`src/hdl/wgs_pkg.sv`:
```
// Shared types, constants and helper functions for the wave grid stencil block.
// Used by wgs_cfg, wgs_mac and wave_grid_stencil_step; depends on nothing else.
package wgs_pkg;

    // Grid geometry and arithmetic widths.
    localparam int HEIGHT_W = 16;
    localparam int ROW_W    = 7;
    localparam int COL_W    = 7;
    localparam int ADDR_W   = ROW_W + COL_W;
    localparam int CELLS    = 1 << ADDR_W;
    localparam int MAX_ROWS = 1 << ROW_W;
    localparam int MAX_COLS = 1 << COL_W;
    localparam int DIM_W    = 8;
    localparam int COEF_W   = 16;
    localparam int NSUM_W   = HEIGHT_W + 2;
    localparam int PROD_W   = COEF_W + NSUM_W;
    localparam int ACC_W    = PROD_W + 2;
    localparam int COEF_FRAC = 13;
    localparam int TIME_W   = 16;
    localparam int TACC_W   = 17;

    // Stream payload widths.
    localparam int S_DATA_W = 48;
    localparam int S_USER_W = 2;
    localparam int M_DATA_W = 16;
    localparam int M_USER_W = 2;

    // Configuration port.
    localparam int APB_ADDR_W = 5;
    localparam int APB_DATA_W = 32;
    localparam int REG_IDX_W  = 3;

    localparam logic [REG_IDX_W-1:0] REG_K1        = 3'd0;
    localparam logic [REG_IDX_W-1:0] REG_K2        = 3'd1;
    localparam logic [REG_IDX_W-1:0] REG_K3        = 3'd2;
    localparam logic [REG_IDX_W-1:0] REG_TIME_STEP = 3'd3;
    localparam logic [REG_IDX_W-1:0] REG_ROWS_USED = 3'd4;
    localparam logic [REG_IDX_W-1:0] REG_COLS_USED = 3'd5;

    // Operation codes carried in the input tuser.
    localparam logic [1:0] OP_ADVANCE = 2'd0;
    localparam logic [1:0] OP_DISTURB = 2'd1;
    localparam logic [1:0] OP_READ    = 2'd2;

    localparam logic signed [HEIGHT_W-1:0] HEIGHT_MAX = 16'sh7FFF;
    localparam logic signed [HEIGHT_W-1:0] HEIGHT_MIN = 16'sh8000;

    // Configuration register file contents.
    typedef struct packed {
        logic signed [COEF_W-1:0] k1;
        logic signed [COEF_W-1:0] k2;
        logic signed [COEF_W-1:0] k3;
        logic [TIME_W-1:0]        time_step;
        logic [DIM_W-1:0]         rows_used;
        logic [DIM_W-1:0]         cols_used;
    } t_cfg;

    // Controls for the shared multiply-accumulate unit.
    typedef struct packed {
        logic mul_en;
        logic acc_load;
        logic acc_add;
    } t_mac_ctl;

    // Saturating height addition.
    function automatic logic signed [HEIGHT_W-1:0] sat_add(
        input logic signed [HEIGHT_W-1:0] a,
        input logic signed [HEIGHT_W-1:0] b
    );
        logic [HEIGHT_W:0] s;
        s = {a[HEIGHT_W-1], a} + {b[HEIGHT_W-1], b};
        if (s[HEIGHT_W] != s[HEIGHT_W-1]) begin
            return s[HEIGHT_W] ? HEIGHT_MIN : HEIGHT_MAX;
        end
        return s[HEIGHT_W-1:0];
    endfunction

endpackage

```
`src/hdl/wgs_cfg.sv`:
```
// APB register file holding the stencil weights, time step and grid size.
// Depends on wgs_pkg for the register map and the t_cfg struct.
module wgs_cfg (
    input  logic                              i_clk,
    input  logic                              i_rst_n,
    input  logic                              psel,
    input  logic                              penable,
    input  logic                              pwrite,
    input  logic [wgs_pkg::APB_ADDR_W-1:0]    paddr,
    input  logic [wgs_pkg::APB_DATA_W-1:0]    pwdata,
    output logic [wgs_pkg::APB_DATA_W-1:0]    prdata,
    output logic                              pready,
    output wgs_pkg::t_cfg                     o_cfg
);

    wgs_pkg::t_cfg                    r_cfg;
    logic [wgs_pkg::REG_IDX_W-1:0]    w_idx;
    logic                             w_wr;

    assign pready = 1'b1;
    assign w_idx  = paddr[wgs_pkg::APB_ADDR_W-1:2];
    assign w_wr   = psel & penable & pwrite;

    // Register writes in the access phase.
    always_ff @(posedge i_clk) begin
        if (!i_rst_n) begin
            r_cfg.k1        <= -16'sd8192;
            r_cfg.k2        <= 16'sd15360;
            r_cfg.k3        <= 16'sd1024;
            r_cfg.time_step <= 16'd100;
            r_cfg.rows_used <= 8'd128;
            r_cfg.cols_used <= 8'd128;
        end else if (w_wr) begin
            unique case (w_idx)
                wgs_pkg::REG_K1:        r_cfg.k1        <= pwdata[15:0];
                wgs_pkg::REG_K2:        r_cfg.k2        <= pwdata[15:0];
                wgs_pkg::REG_K3:        r_cfg.k3        <= pwdata[15:0];
                wgs_pkg::REG_TIME_STEP: r_cfg.time_step <= pwdata[15:0];
                wgs_pkg::REG_ROWS_USED: r_cfg.rows_used <= pwdata[7:0];
                wgs_pkg::REG_COLS_USED: r_cfg.cols_used <= pwdata[7:0];
                default: ;
            endcase
        end
    end

    // Read-back mux.
    always_comb begin
        unique case (w_idx)
            wgs_pkg::REG_K1:        prdata = {16'd0, r_cfg.k1};
            wgs_pkg::REG_K2:        prdata = {16'd0, r_cfg.k2};
            wgs_pkg::REG_K3:        prdata = {16'd0, r_cfg.k3};
            wgs_pkg::REG_TIME_STEP: prdata = {16'd0, r_cfg.time_step};
            wgs_pkg::REG_ROWS_USED: prdata = {24'd0, r_cfg.rows_used};
            wgs_pkg::REG_COLS_USED: prdata = {24'd0, r_cfg.cols_used};
            default:                prdata = '0;
        endcase
    end

    assign o_cfg = r_cfg;

endmodule

```
`config.mk`:
```
export PLATFORM = sky130hd
export DESIGN_NAME = wgs_cfg
export DESIGN_NICKNAME = d
export VERILOG_FILES = /design/src/hdl/wgs_pkg.sv /design/src/hdl/wgs_cfg.sv
export SDC_FILE = /design/constraint.sdc
export NUM_CORES = 1
export LEC_CHECK = 0
export BUFFER_PORTS_ARGS = -buffer_cell sky130_fd_sc_hd__buf_4
export CAP_MARGIN = 20
export CORE_UTILIZATION = 52
export CTS_CLUSTER_SIZE = 10
export DETAILED_ROUTE_END_ITERATION = 16
export PLACE_DENSITY = 0.94
export SYNTH_ARGS = -nofsm -noshare
export SYNTH_HDL_FRONTEND = slang
export SYNTH_SLANG_ARGS = --single-unit
```
`constraint.sdc`:
```
create_clock -name i_clk -period 2.1 [get_ports i_clk]
set_input_delay 0.105 -clock i_clk [delete_from_list [all_inputs] [get_ports i_clk]]
set_output_delay 0.105 -clock i_clk [all_outputs]
set_load 0.05 [all_outputs]
```
# After elaboration in Yosys (flattened, before gate mapping)
# Cells that the tools add are included.
# totals
register_bits	80
in_bits	42
elab_cells	21
out_inout_bits	113
# op_classes
muxes	1
n_reduce_logical	7
bitwise	2
eq_ne	5
# op_table
operator	count
16-bit one-hot mux with 6 select lines	1
2-bit AND reduction	6
3-bit by 2-bit equality test with 1-bit output, second input constant	2
3-bit equality test, second input constant	2
3-bit by 1-bit equality test with 1-bit output, second input constant	1
3-bit logical NOT	1
1-bit bitwise AND	2

# Longest topological paths before layout
# depth
depth_word	3
depth_mapped	6
mapped_depth_nobuf	3

# Least setup slack after synthesis
# No wires, ideal clock.
# synth_timing
path_kind	reg2out
start	register r_cfg, in the netlist o_cfg[16]
end	output port prdata[0] (netlist bit)
setup_slack_ns	0.253
t_arrival_ns	1.742
path_stages_with_launch	4
path_buffers	0
required_time_ns	1.995
cell_sequence	dfxtp_1 -> mux2_2 -> a22oi_1 -> a21oi_1
# synth_via
elab_chain_len	1
# synth_lines
element	line	rtl
start, declared	wgs_cfg.sv:16	wgs_pkg::t_cfg r_cfg;
16-bit one-hot mux with 6 select lines	wgs_cfg.sv:48	unique case (w_idx)
end, declared	wgs_cfg.sv:11	output logic [wgs_pkg::APB_DATA_W-1:0] prdata,
# Every way passes these cells.

# Worst setup path after layout
# layout_timing
start	register r_cfg, in the netlist o_cfg[29]
end	output port prdata[13] (netlist bit)
# Same word-level chain as after synthesis.

==> reports/metrics.yaml <==
yosys:
  synth.avg_cell_area_um2: 9.95
  post-synth-top-count-cell: "mux2i_1"
  synth_top_cell_by_area: "dfxtp_1"
  synth_common_cells: "87 x mux2i_1, 83 x nand2_1, 80 x dfxtp_1"
  syn_inst: 384
  synth_edf_count: 0
  synthArstFlopShare: 0
  synth_cell_type_count: 31
  synthFlopType: "dfxtp_1"
  netlist_area_um2: 3820
  synth_top_cells_by_area: "dfxtp_1 42%, mux2i_1 23%, nand2_1 8.2%"
  ys_warn_count: 0
  ys_ff_latch: 80
  synth_top_area_frac: 0.419
  synth-seq-area-share: 0.419
sta:
  skew_ps: 0
  fin_crit_ps: 1620
  timing.final.crit_share: 0.772
  setup_viol: 0
  max_freq_ghz: 0.617
  rsz0062_at_grt: "false"
  hold_viol_final: 0
  slew_headroom: 0.602
  tightest_slew_ps: 597
  setup_tns_ps: 0
  setup_slack_ps: 478
  maxSlewViolCount: 0
cells_and_area:
  final_layout_size_suffix_gt1_frac: 0.336
  nFillCells: 556
  nNetsFinal: 540
  utilization: 0.705
  syn_to_final_growth_pct: 28.2
  seqCellArea_um2: 1600
  largest_reg_flops: 80
  num_antenna_cells: 0
  multi_input_comb_area_um2: 1980
  fin_area_um2: 4900
drt:
  antenna_left: 0
  drc: 0
  post_drt_via_cell_ratio: 5.22
  wl_per_cell_um: 15.9
  drt_iter0_markers: 110
  via_count: 3125
  routed_wl_mm: 9.55
  dr.pass1.iters: 4
grt:
  use_met2: 0.455
  grt_pass1_wl_mm: 14.8
  grt_use_met3: 0.0735
  grt_max_degree: 55
  grt_use_met1: 0.297
  first_global_vias: 3024
  antenna_found_initial: 0
  grt_usage: 0.256
  grt_overflow: 0
  busiest_layer: "met2"
clock_tree:
  clkTransAtPathRegs_ps: 70
  cts.sinks: 80
  postCtsHoldBufs: 0
  clock_latency_ps: 340
  cts_resized: 0
  cts_setup_buffers: 0
  htreeDepth: 3
  cts_buffer_depth: 2
  cts_buffers: 9
  clock-root-buffer: "clkbuf_8"
  cts_tree: "done"
power:
  powerDensity_nw_per_um2: 597
  leakage_uw: 0.00214
  irDropWorstVdd_mv: 0.388
worst_setup_path:
  worstPathMaxFanout: 3
  reg2regPathDepth: 2
  critPathKind: "flip-flop to output pin"
  r2r-end: "o_cfg[18]"
  worstPathArrival_ps: 1520
  r2r_start: "o_cfg[18]"
  cp-start-kind: "flip-flop"
  crit_required_ps: 2000
  cp-end-kind: "output pin"
  rrSetupSlack_ps: 1370
place:
  io_buffer_count: 119
  place_ws_ps: 423
  dp_hpwl_mm: 6.84
  dpl_cell_area_um2: 4730
  routabilityCongestion: 0.775
min_path:
  min_path_type: "input port to flip-flop"
  whs_endpoint: "o_cfg[60]"
  min_from: "pwdata[12]"
  hold_depth: 3
floorplanning:
  fp-row-count: 30
  fp.coreArea_um2: 6940
  start_util: 0.550
  io_pins: 155
  dieArea_um2: 7690
  die_y_um: 87.7
  die-width_um: 87.7
run_status:
  status: "completed"
job:
  drv_cap: 0
-- cells by family (layout without fill, tap and decap cells) --
group | Yosys count | count (layout) | synth area share
AOI/OAI and AO/OA | 24 | 24 | 0.0468
buffers and inverters | 51 | 155 | 0.0773
DFF | 80 | 80 | 0.419
muxes | 103 | 103 | 0.299
and+or+nand+nor | 124 | 124 | 0.156
other | 2 | 17 | 0.00197
-- cell type report --
cell class	count	area share
Clock buffer	12	0.0296
Clock inverter	4	0.00409
Inverter	7	0.00537
Multi-Input combinational cell	268	0.404
Sequential cell	80	0.327
Tap cell	96	0.0245
Timing Repair Buffer	132	0.205
-- routing by layer --
layer  vias up  routed length, um
met4         0                151
met1      1497               4130
met2       107               4810
li1       1508                  -
met5         -                  0
met3        13                462
-- worst max path at each step --
| stage | start | to | slack (ps) | cells past startpoint |
|---|---|---|---|---|
| after global routing | o_cfg[61] | prdata[13] | 430 | 3 |
| after CTS | o_cfg[29] | prdata[13] | 460 | 3 |
| after floorplan | o_cfg[16] | prdata[0] | 250 | 3 |
| after detailed placement | paddr[2] | o_cfg[55] | 420 | 5 |
| final | o_cfg[29] | prdata[13] | 480 | 3 |
| after global placement | paddr[2] | o_cfg[62] | 480 | 5 |
-- placed cells by master (no fill, tap or decap), types with 3 or more instances in the layout --
| master | Yosys | layout |
|---|---|---|
| buf_4 | 20 | 131 |
| dfxtp_1 | 80 | 80 |
| nand3_1 | 6 | 6 |
| mux2i_1 | 87 | 87 |
| mux2_2 | 8 | 8 |
| o311ai_0 | 3 | 3 |
| nor2b_1 | 14 | 14 |
| conb_1 | 2 | 17 |
| o221ai_1 | 4 | 4 |
| inv_1 | 7 | 7 |
| o21ai_0 | 5 | 5 |
| clkbuf_8 | 0 | 10 |
| nor2_1 | 3 | 3 |
| mux4_2 | 8 | 8 |
| clkinv_2 | 0 | 4 |
| nand2_1 | 83 | 83 |
| and2_1 | 8 | 8 |
-- through the flow --
| step | cells | hold WS [ps] | total power (uW) |
|---|---|---|---|
| after floorplan | 399 | 267 | 1900 |
| after global placement | 583 | 367 | 1980 |
| after detailed placement | 583 | 385 | 1980 |
| after CTS | 599 | 24.6 | 2940 |
| after global routing | 599 | 30.8 | 3040 |
| final | 599 | 35.5 | 2920 |
-- critical path, stage by stage (launching register included) --
cell,delay [ps]
dfxtp_1,330
mux4_2,470
and2_1,190
buf_4,190
-- report_power, final --
part | switching (uW) | internal, uW
clock | 516 | 455
sequential | 9.55 | 1530
combinational | 291 | 124
(Power assumes the default switching activity.)
