File: config.mk
export PLATFORM = sky130hd
export DESIGN_NAME = wgs_mac
export DESIGN_NICKNAME = d
export VERILOG_FILES = /design/src/hdl/wgs_pkg.sv /design/src/hdl/wgs_mac.sv
export SDC_FILE = /design/constraint.sdc
export NUM_CORES = 1
export LEC_CHECK = 0
export BUFFER_PORTS_ARGS = -buffer_cell sky130_fd_sc_hd__buf_4
export CAP_MARGIN = 20
export CORE_ASPECT_RATIO = 0.7
export CORE_MARGIN = 2
export CORE_UTILIZATION = 31
export CTS_BUF_LIST = sky130_fd_sc_hd__clkbuf_8
export CTS_CLUSTER_SIZE = 28
export DETAILED_ROUTE_END_ITERATION = 8
export GPL_TIMING_DRIVEN = 0
export MAX_ROUTING_LAYER = met4
export PLACE_DENSITY = 0.52
export RECOVER_POWER = 100
export SETUP_SLACK_MARGIN = 0.4
export SLEW_MARGIN = 20
export SYNTH_ARGS = -nofsm -noshare
export SYNTH_HDL_FRONTEND = slang
export SYNTH_SLANG_ARGS = --single-unit
File: constraint.sdc
create_clock -name i_clk -period 9.35 [get_ports i_clk]
set_input_delay 1.87 -clock i_clk [delete_from_list [all_inputs] [get_ports i_clk]]
set_output_delay 1.87 -clock i_clk [all_outputs]
set_load 0.03 [all_outputs]
File: src/hdl/wgs_pkg.sv
// Shared types, constants and helper functions for the wave grid stencil block.
// Used by wgs_cfg, wgs_mac and wave_grid_stencil_step; depends on nothing else.
package wgs_pkg;

    // Grid geometry and arithmetic widths.
    localparam int HEIGHT_W = 16;
    localparam int ROW_W    = 7;
    localparam int COL_W    = 7;
    localparam int ADDR_W   = ROW_W + COL_W;
    localparam int CELLS    = 1 << ADDR_W;
    localparam int MAX_ROWS = 1 << ROW_W;
    localparam int MAX_COLS = 1 << COL_W;
    localparam int DIM_W    = 8;
    localparam int COEF_W   = 16;
    localparam int NSUM_W   = HEIGHT_W + 2;
    localparam int PROD_W   = COEF_W + NSUM_W;
    localparam int ACC_W    = PROD_W + 2;
    localparam int COEF_FRAC = 13;
    localparam int TIME_W   = 16;
    localparam int TACC_W   = 17;

    // Stream payload widths.
    localparam int S_DATA_W = 48;
    localparam int S_USER_W = 2;
    localparam int M_DATA_W = 16;
    localparam int M_USER_W = 2;

    // Configuration port.
    localparam int APB_ADDR_W = 5;
    localparam int APB_DATA_W = 32;
    localparam int REG_IDX_W  = 3;

    localparam logic [REG_IDX_W-1:0] REG_K1        = 3'd0;
    localparam logic [REG_IDX_W-1:0] REG_K2        = 3'd1;
    localparam logic [REG_IDX_W-1:0] REG_K3        = 3'd2;
    localparam logic [REG_IDX_W-1:0] REG_TIME_STEP = 3'd3;
    localparam logic [REG_IDX_W-1:0] REG_ROWS_USED = 3'd4;
    localparam logic [REG_IDX_W-1:0] REG_COLS_USED = 3'd5;

    // Operation codes carried in the input tuser.
    localparam logic [1:0] OP_ADVANCE = 2'd0;
    localparam logic [1:0] OP_DISTURB = 2'd1;
    localparam logic [1:0] OP_READ    = 2'd2;

    localparam logic signed [HEIGHT_W-1:0] HEIGHT_MAX = 16'sh7FFF;
    localparam logic signed [HEIGHT_W-1:0] HEIGHT_MIN = 16'sh8000;

    // Configuration register file contents.
    typedef struct packed {
        logic signed [COEF_W-1:0] k1;
        logic signed [COEF_W-1:0] k2;
        logic signed [COEF_W-1:0] k3;
        logic [TIME_W-1:0]        time_step;
        logic [DIM_W-1:0]         rows_used;
        logic [DIM_W-1:0]         cols_used;
    } t_cfg;

    // Controls for the shared multiply-accumulate unit.
    typedef struct packed {
        logic mul_en;
        logic acc_load;
        logic acc_add;
    } t_mac_ctl;

    // Saturating height addition.
    function automatic logic signed [HEIGHT_W-1:0] sat_add(
        input logic signed [HEIGHT_W-1:0] a,
        input logic signed [HEIGHT_W-1:0] b
    );
        logic [HEIGHT_W:0] s;
        s = {a[HEIGHT_W-1], a} + {b[HEIGHT_W-1], b};
        if (s[HEIGHT_W] != s[HEIGHT_W-1]) begin
            return s[HEIGHT_W] ? HEIGHT_MIN : HEIGHT_MAX;
        end
        return s[HEIGHT_W-1:0];
    endfunction

endpackage

File: src/hdl/wgs_mac.sv
// Shared multiply-accumulate unit with rounding and saturation to a height.
// Depends on wgs_pkg for widths and the t_mac_ctl struct.
module wgs_mac (
    input  logic                                    i_clk,
    input  wgs_pkg::t_mac_ctl                       i_ctl,
    input  logic signed [wgs_pkg::COEF_W-1:0]       i_coef,
    input  logic signed [wgs_pkg::NSUM_W-1:0]       i_opnd,
    output logic signed [wgs_pkg::HEIGHT_W-1:0]     o_height
);

    logic signed [wgs_pkg::PROD_W-1:0] r_prod;
    logic signed [wgs_pkg::ACC_W-1:0]  r_acc;
    logic signed [wgs_pkg::ACC_W-1:0]  w_rnd;
    logic signed [wgs_pkg::ACC_W-1:0]  w_shr;

    // Registered product, then accumulate on the following cycle.
    always_ff @(posedge i_clk) begin
        if (i_ctl.mul_en) begin
            r_prod <= wgs_pkg::PROD_W'(i_coef) * wgs_pkg::PROD_W'(i_opnd);
        end
        if (i_ctl.acc_load) begin
            r_acc <= wgs_pkg::ACC_W'(r_prod);
        end else if (i_ctl.acc_add) begin
            r_acc <= r_acc + wgs_pkg::ACC_W'(r_prod);
        end
    end

    // Round half up to the height fraction, then saturate.
    assign w_rnd = r_acc + wgs_pkg::ACC_W'(1 << (wgs_pkg::COEF_FRAC - 1));
    assign w_shr = w_rnd >>> wgs_pkg::COEF_FRAC;

    always_comb begin
        if (w_shr > wgs_pkg::ACC_W'(wgs_pkg::HEIGHT_MAX)) begin
            o_height = wgs_pkg::HEIGHT_MAX;
        end else if (w_shr < wgs_pkg::ACC_W'(wgs_pkg::HEIGHT_MIN)) begin
            o_height = wgs_pkg::HEIGHT_MIN;
        end else begin
            o_height = w_shr[wgs_pkg::HEIGHT_W-1:0];
        end
    end

endmodule

# After elaboration in Yosys (flattened, before gate mapping)
# Cells that the tools add are included.
word_totals:
  wordCells: 12
  ff_bits: 70
  out_inout_bits: 16
  in_bits: 38
classes:
  muxes: 4
  reduce_logical: 1
  magnitude_cmp: 2
  multipliers: 1
  add_sub_neg: 2
ops:
  columns: ["operator", "n"]
  rows:
  - ["two-way mux 36 bit", 2]
  - ["adder 36 x 14 -> 36 bit, second input constant", 1]
  - ["adder 36 x 34 -> 36 bit", 1]
  - ["multiplier 16 x 18 -> 34 bit", 1]
  - ["two-way mux 16 bit", 2]
  - ["greater-than comparator 23 x 16 -> 1 bit, second input constant", 1]
  - ["less-than comparator 23 x 16 -> 1 bit, second input constant", 1]
  - ["nonzero test 2 bit", 1]

# Depth between registers and ports, before layout
# Gate-level depths: netlist of the first run.
logic_depth:
  depth_word: 4
  depth_mapped: 25
  depth_no_buf: 23

# Worst setup path after synthesis of the first run
# No wires, ideal clock.
synth_timing:
  path_kind: "input -> register"
  from: "in i_coef[9] (netlist bit)"
  to: "reg r_prod[32] (netlist bit), data pin"
  setup_slack_ns: 1.521
  required_ns: 9.085
  arrival_time_ns: 7.564
  path_buffers: 2
  stages: 24
  setup_ns: 0.265
  cell_sequence: "clkbuf_1 > clkbuf_1 > nand2_1 > fa_1 > inv_1 > fa_1 > inv_1 > fa_1 > inv_1 > fa_1 > fa_1 > inv_1 > fa_1 > inv_1 > ha_1 > and4_1 > nand2_1 > a21oi_1 > a21oi_1 > o311ai_0 > nand3_1 > and2_1 > o21ai_0 > xor2_1"
synth_between:
  elab_chain_len: 1
synth_rtl:
  columns: ["element", "line_no", "text"]
  rows:
  - ["start: declaration", "wgs_mac.sv:6", "input logic signed [wgs_pkg::COEF_W-1:0] i_coef,"]
  - ["multiplier 16 x 18 -> 34 bit", "wgs_mac.sv:19", "r_prod <= wgs_pkg::PROD_W'(i_coef) * wgs_pkg::PROD_W'(i_opnd);"]
  - ["end signal: assignment", "wgs_mac.sv:19", null]
  - ["end: declaration", "wgs_mac.sv:11", "logic signed [wgs_pkg::PROD_W-1:0] r_prod;"]
# No other way between the ends.
# A chain may end at the register's enable or synchronous reset.

# Final worst setup path of the first run
layout_timing:
  from: "in i_coef[7] (netlist bit)"
  to: "reg r_prod[31] (netlist bit), data pin"
# The elaborated chain is that of the path after synthesis.

==> results of run 1 <==
[how the worst max path moves through the flow]
stage	cells after the start	endpoint	slack (ps)
2_1_floorplan	24	r_prod[32]	1520
3_3_place_gp	24	r_prod[32]	150
3_5_place_dp	24	r_prod[32]	170
4_1_cts	24	r_prod[32]	550
5_1_grt	22	r_prod[32]	230
6_report	21	r_prod[31]	610
[per-layer routing]
metal / global-route usage / routed length [um] / up-vias
met4: 0.02154 / 304 / 0
met3: 0.02929 / 2368 / 26
met1: 0.2614 / 21380 / 5997
met2: 0.2471 / 17730 / 244
met5: - / 0 / -
li1: - / - / 5487
[state kept, by name, summed over array words and instances, names as in the netlist]
signal,count
r_prod,34
r_acc,36
[cells in the final DEF (no fill, tap or decap), types with 3 or more instances in the layout]
cell type and n:
nand2_1 202, a31o_2 3, or3_1 3, a221oi_1 3, nor3_1 13, mux2_2 3
mux2i_1 3, nor2b_1 4, fa_1 291, nand2b_1 9, o21ai_0 70, inv_1 369
clkbuf_8 9, o21bai_1 9, buf_4 39, nand4_1 12, o211ai_1 4, nor2_1 51
xnor2_1 54, and3_1 10, o31ai_1 11, a21oi_1 61, a31oi_1 7, edfxtp_1 70
ha_1 122, o21a_1 9, a211oi_1 6, xor2_1 29, o22ai_1 3, clkbuf_2 5
nand3_1 22, clkbuf_1 55, a21o_1 30, a2111oi_0 3, and2_1 124, or2_2 4
and2_0 5, and4_1 4, a41o_1 3
[cell families after synthesis]
| group | count (synthesis) |
|---|---|
| mux | 7 |
| compound gates | 243 |
| simple gates | 476 |
| buf+inv | 425 |
| xor+xnor | 83 |
| fa+ha+maj | 413 |
| flops | 70 |
[critical path, delay by kind of cell]
kind                       cells  cell delay [ps]
AOI/OAI and AO/OA              6             1770
buffers and inverters          5             1290
adders and majority gates      7             3490
xor gates and xnor gates       1               80
and+or+nand+nor                2              350
[per-stage QoR]
stage | cell area, um2 | utilization | std cells | setup slack [ps] | hold WS [ps]
floorplan | 15890 | - | 1717 | 1521 | 519.7
global placement | 17080 | 0.3371 | 2437 | 150.4 | 553.6
detailed placement | 17080 | 0.3371 | 2437 | 166.9 | 558.5
CTS | 17300 | 0.3413 | 2453 | 552.8 | 578.9
global route | 17210 | 0.3395 | 2453 | 231.0 | 621.1
finish | 17210 | 0.3395 | 2453 | 613.5 | 574.6
[cell type report]
class	instances	area, um2
plain buffers	56	290.3
clock buffers	9	123.9
clock inverters	7	90.09
fillers	5288	33470
inverters	369	1385
multi-input cells	1222	12050
flip-flops and latches	70	2102
well taps	674	843.3
repair buffers	46	319.1
==> results.sh, run 1 <==
export IMPL_run_status="finished with violations"
export IMPL_violations="max-capacitance violations, max-slew violations"
export IMPL_synth_compound_area_frac=0.1003
export IMPL_synthArstFlopShare=0
export IMPL_chipHeight_um=193.4
export IMPL_cts_root_buffer="clkbuf_8"
export IMPL_slew_violations=72
export IMPL_whs_endpoint="r_acc[8]"
export IMPL_crit_start="i_coef[7]"
export IMPL_worst_slew_pin_slew_ps=2934
export IMPL_cts_tree="done"
export IMPL_synth_distinct_cells=74
export IMPL_max_stage_delay_ps=590
export IMPL_reg2reg_depth=10
export IMPL_synth_ff_type="edfxtp_1"
export IMPL_synth_most_common_cell="inv_1"
export IMPL_max_slew_margin=-0.9558
export IMPL_numCtsBuffers=9
export IMPL_vias=11754
export IMPL_tns_ps=0
export IMPL_clk_transition_reported_paths_ps=80
export IMPL_startpoint_type="input pin"
export IMPL_hp_start="r_prod[8]"
export IMPL_worstSetupPathType="in2reg"
export IMPL_crit_chain="clkbuf_1, clkbuf_1, nand2_1, fa_1, fa_1, fa_1, inv_1, fa_1, fa_1, inv_1, fa_1, inv_1, ha_1, a21o_1, a2111oi_2, nor2_1, o31ai_1, o211ai_1, a41o_1, a21oi_1, xnor2_1"
export IMPL_first_pass_iters=7
export IMPL_path_common_cell="fa_1"
export IMPL_ys_top_cells_by_area="fa_1, edfxtp_1, ha_1"
export IMPL_hp_class="reg2reg"
export IMPL_period_share=0.9344
export IMPL_synth_edff_count=70
export IMPL_critPathRequiredTime_ps=9480
export IMPL_ctsLongestPathBuffers=2
export IMPL_clock_skew_ps=11.56
export IMPL_yosys_warnings=0
export IMPL_yosys_area_top_type="fa_1"
export IMPL_die_area_um2=53120
export IMPL_setup_violations=0
export IMPL_ant_nets=0
export IMPL_htree_levels=3
export IMPL_dp_hpwl_um=35600
export IMPL_achievable_frequency_mhz=114.5
export IMPL_muxShareOfSynthArea=0.004960
export IMPL_cts_setup_buffers=0
export IMPL_yosysSeqAreaShare=0.1323
export IMPL_vias_per_cell=4.792
export IMPL_clock_sinks=70
export IMPL_hold_viol_final=0
export IMPL_syn_area_per_cell_um2=9.256
export IMPL_yosys_area_share_adder=0.4626
export IMPL_area_growth_pct=8.259
export IMPL_grt_ovfl_total=0
export IMPL_rsz0062_at_grt="false"
export IMPL_wire_per_inst_um=17.03
export IMPL_grt_first_pass_wirelength_um=69370
export IMPL_syn_cell_area_um2=15890
export IMPL_worstReg2RegStart="r_prod[10]"
export IMPL_synth_xor_area_share=0.04574
export IMPL_min_path_cells=2
export IMPL_netlist_top_cells_count="inv_1, fa_1, nand2_1"
export IMPL_crit_fanout=10
export IMPL_arrival_ps=8870
export IMPL_design_core_area_um2=50680
export IMPL_die_x_um=274.6
export IMPL_io_pins=54
export IMPL_slowest_stage="clkbuf_1"
export IMPL_synthSimpleGateAreaFrac=0.1490
export IMPL_critPathCaptureType="flip-flop"
export IMPL_synth_cells=1717
export IMPL_drv_cap=2
export IMPL_synth_top_family_by_area="adder cells"
export IMPL_start_util=0.3136
export IMPL_yosysTopAreaCellShare=0.3666
export IMPL_clk_latency_ps=380
export IMPL_drt_iter0_markers=724
export IMPL_synthesis_nets=2168
export IMPL_antenna_found_initial=0
export IMPL_routabilityCongestion=0.9030
export IMPL_cts_hold_buf=0
export IMPL_drive_gt1_frac=0.04722
export IMPL_rrSetupSlack_ps=5570
export IMPL_track_usage=0.1731
export IMPL_rows=69
export IMPL_grt_pass1_vias=12387
export IMPL_r2r_end="r_acc[35]"
export IMPL_numPortBuffers=46
export IMPL_ctsResizeCount=0
export IMPL_period_minus_slack_ps=8736
export IMPL_nets=2225
export IMPL_ys_ff_latch=70
export IMPL_grt_max_degree=37
export IMPL_diodes=0
export IMPL_routed_wl_um=41780
export IMPL_drc=0
Power of run 1 is not shown: default switching activity piles up to over one toggle a cycle in this logic, so the estimate is an artifact.
==> run 2, diff against run 1 <==
--- a/config.mk
+++ b/config.mk
@@ -16,7 +16,6 @@
 export GPL_TIMING_DRIVEN = 0
 export MAX_ROUTING_LAYER = met4
 export PLACE_DENSITY = 0.52
-export RECOVER_POWER = 100
 export SETUP_SLACK_MARGIN = 0.4
 export SLEW_MARGIN = 20
 export SYNTH_ARGS = -nofsm -noshare
==> run 2 against run 1 <==
  * Core utilization up 0.19 points
  * Global-route usage unchanged
  * Non-clock buffer count unchanged
  * Cell count unchanged
  * Die area unchanged
  * Count of clock-buffer cells in the layout unchanged
  * Sequential cell count unchanged
  * Clock skew up 1.1 ps
  * Routed wire length about the same
  * The run now ends clean
  * Register-to-register slack better by 320 ps
  * Critical path type unchanged
  * Highest routed layer unchanged
  * Critical path depth up 1
==> results.sh, run 2 (synthesis gave the netlist of run 1 again) <==
export IMPL_run_status="finished, final reports clean"
export IMPL_cts_setup_buffers=0
export IMPL_drive_gt1_frac=0.06127
export IMPL_vias_per_cell=4.789
export IMPL_achievable_frequency_mhz=117.1
export IMPL_rsz0062_at_grt="false"
export IMPL_cp_depth=22
export IMPL_regMostFlops="r_acc"
export IMPL_track_usage=0.1731
export IMPL_worstSetupPathType="in2reg"
export IMPL_first_pass_iters=5
export IMPL_startpoint_type="input pin"
export IMPL_die_x_um=274.6
export IMPL_drc=0
export IMPL_crit_buf_inv=5
export IMPL_diodes=0
export IMPL_max_stage_delay_ps=600
export IMPL_grt_first_pass_wirelength_um=69370
export IMPL_start_util=0.3136
export IMPL_critPathTopFamily="adder cells"
export IMPL_reg2reg_depth=10
export IMPL_wire_per_inst_um=17.02
export IMPL_numPortBuffers=46
export IMPL_drt_iter0_markers=777
export IMPL_cts_tree="done"
export IMPL_placed_area_um2=17080
export IMPL_design_core_area_um2=50680
export IMPL_ctsLongestPathBuffers=2
export IMPL_crit_end="r_prod[31]"
export IMPL_fin_hold_ws_ps=576.0
export IMPL_chipHeight_um=193.4
export IMPL_hp_class="reg2reg"
export IMPL_dp_hpwl_um=35600
export IMPL_routabilityCongestion=0.9030
export IMPL_htree_levels=3
export IMPL_cts_hold_buf=0
export IMPL_clock_skew_ps=12.62
export IMPL_grt_pass1_vias=12387
export IMPL_cts_root_buffer="clkbuf_8"
export IMPL_grt_max_degree=37
export IMPL_hold_viol_final=0
export IMPL_clk_latency_ps=390
export IMPL_period_share=0.9135
export IMPL_slew_violations=0
export IMPL_hp_start="r_prod[8]"
export IMPL_area_growth_pct=8.872
export IMPL_ant_nets=0
export IMPL_routed_wl_um=41750
export IMPL_r2r_end="r_acc[35]"
export IMPL_clk_transition_reported_paths_ps=80
export IMPL_period_minus_slack_ps=8541
export IMPL_critPathCaptureType="flip-flop"
export IMPL_numCtsBuffers=9
export IMPL_antenna_found_initial=0
export IMPL_worst_slew_pin_slew_ps=1011
export IMPL_rows=69
export IMPL_worstReg2RegStart="r_prod[10]"
export IMPL_arrival_ps=8680
export IMPL_max_slew_margin=0.3258
export IMPL_reg_top3="r_acc: 36 flops, r_prod: 34 flops"
export IMPL_grt_ovfl_total=0
export IMPL_clock_sinks=70
export IMPL_rrSetupSlack_ps=5890
export IMPL_mostFrequentLayoutCells="inv_1, fa_1, nand2_1"
export IMPL_largest_reg_flops=36
export IMPL_crit_start="i_opnd[10]"
export IMPL_path_common_cell="fa_1"
export IMPL_finalInstanceArea_um2=17300
export IMPL_vias=11748
export IMPL_crit_chain="buf_4, clkbuf_1, nand2_1, fa_1, fa_1, inv_1, fa_1, inv_1, fa_1, fa_1, fa_1, inv_1, ha_1, a21o_1, a21o_1, a2111oi_2, nor2_1, o31ai_1, o211ai_1, a41o_1, a21oi_1, xnor2_1"
export IMPL_die_area_um2=53120
export IMPL_ctsResizeCount=0
export IMPL_tns_ps=0
export IMPL_crit_fanout=10
export IMPL_critPathRequiredTime_ps=9490
export IMPL_io_pins=54
export IMPL_setup_violations=0
export IMPL_layout_commonest_cell="inv_1"
export IMPL_slowest_stage="clkbuf_1"
export IMPL_drv_cap=0
export IMPL_nets=2225
[run 2: how the worst min path moves through the flow]
stage,slack (ps),depth (start not counted),end
2_1_floorplan,520,2,r_acc[10]
3_3_place_gp,550,2,r_acc[8]
3_5_place_dp,560,2,r_acc[10]
4_1_cts,580,2,r_acc[2]
5_1_grt,620,2,r_acc[10]
6_report,580,2,r_acc[8]
[run 2: through the flow]
step           worst slack (ps)  utilization  cells
3_5_place_dp              166.9       0.3371   2437
5_1_grt                   449.4       0.3414   2453
4_1_cts                   552.8       0.3413   2453
3_3_place_gp              150.4       0.3371   2437
2_1_floorplan              1521            -   1717
6_report                  808.8       0.3414   2453
[run 2: layer usage]
metal | track usage | part of all wire
met1 | 0.2614 | 0.51
met2 | 0.2471 | 0.42
met3 | 0.02929 | 0.056
met4 | 0.02154 | 0.0072
met5 | - | 0
[run 2: final cells by class]
cell class,instances,area [um2]
Buffer,56,292.8
Clock buffer,9,123.9
Clock inverter,7,90.09
Fill cell,5265,33370
Inverter,369,1385
Multi-Input combinational cell,1222,12120
Sequential cell,70,2102
Tap cell,674,843.3
Timing Repair Buffer,46,345.3
[run 2: worst min-delay path: stages, from the launching register on]
cell and delay, ps:
edfxtp_1 360, nand2_1 50, o21ai_0 60
Power of run 2 is left out for the same reason.
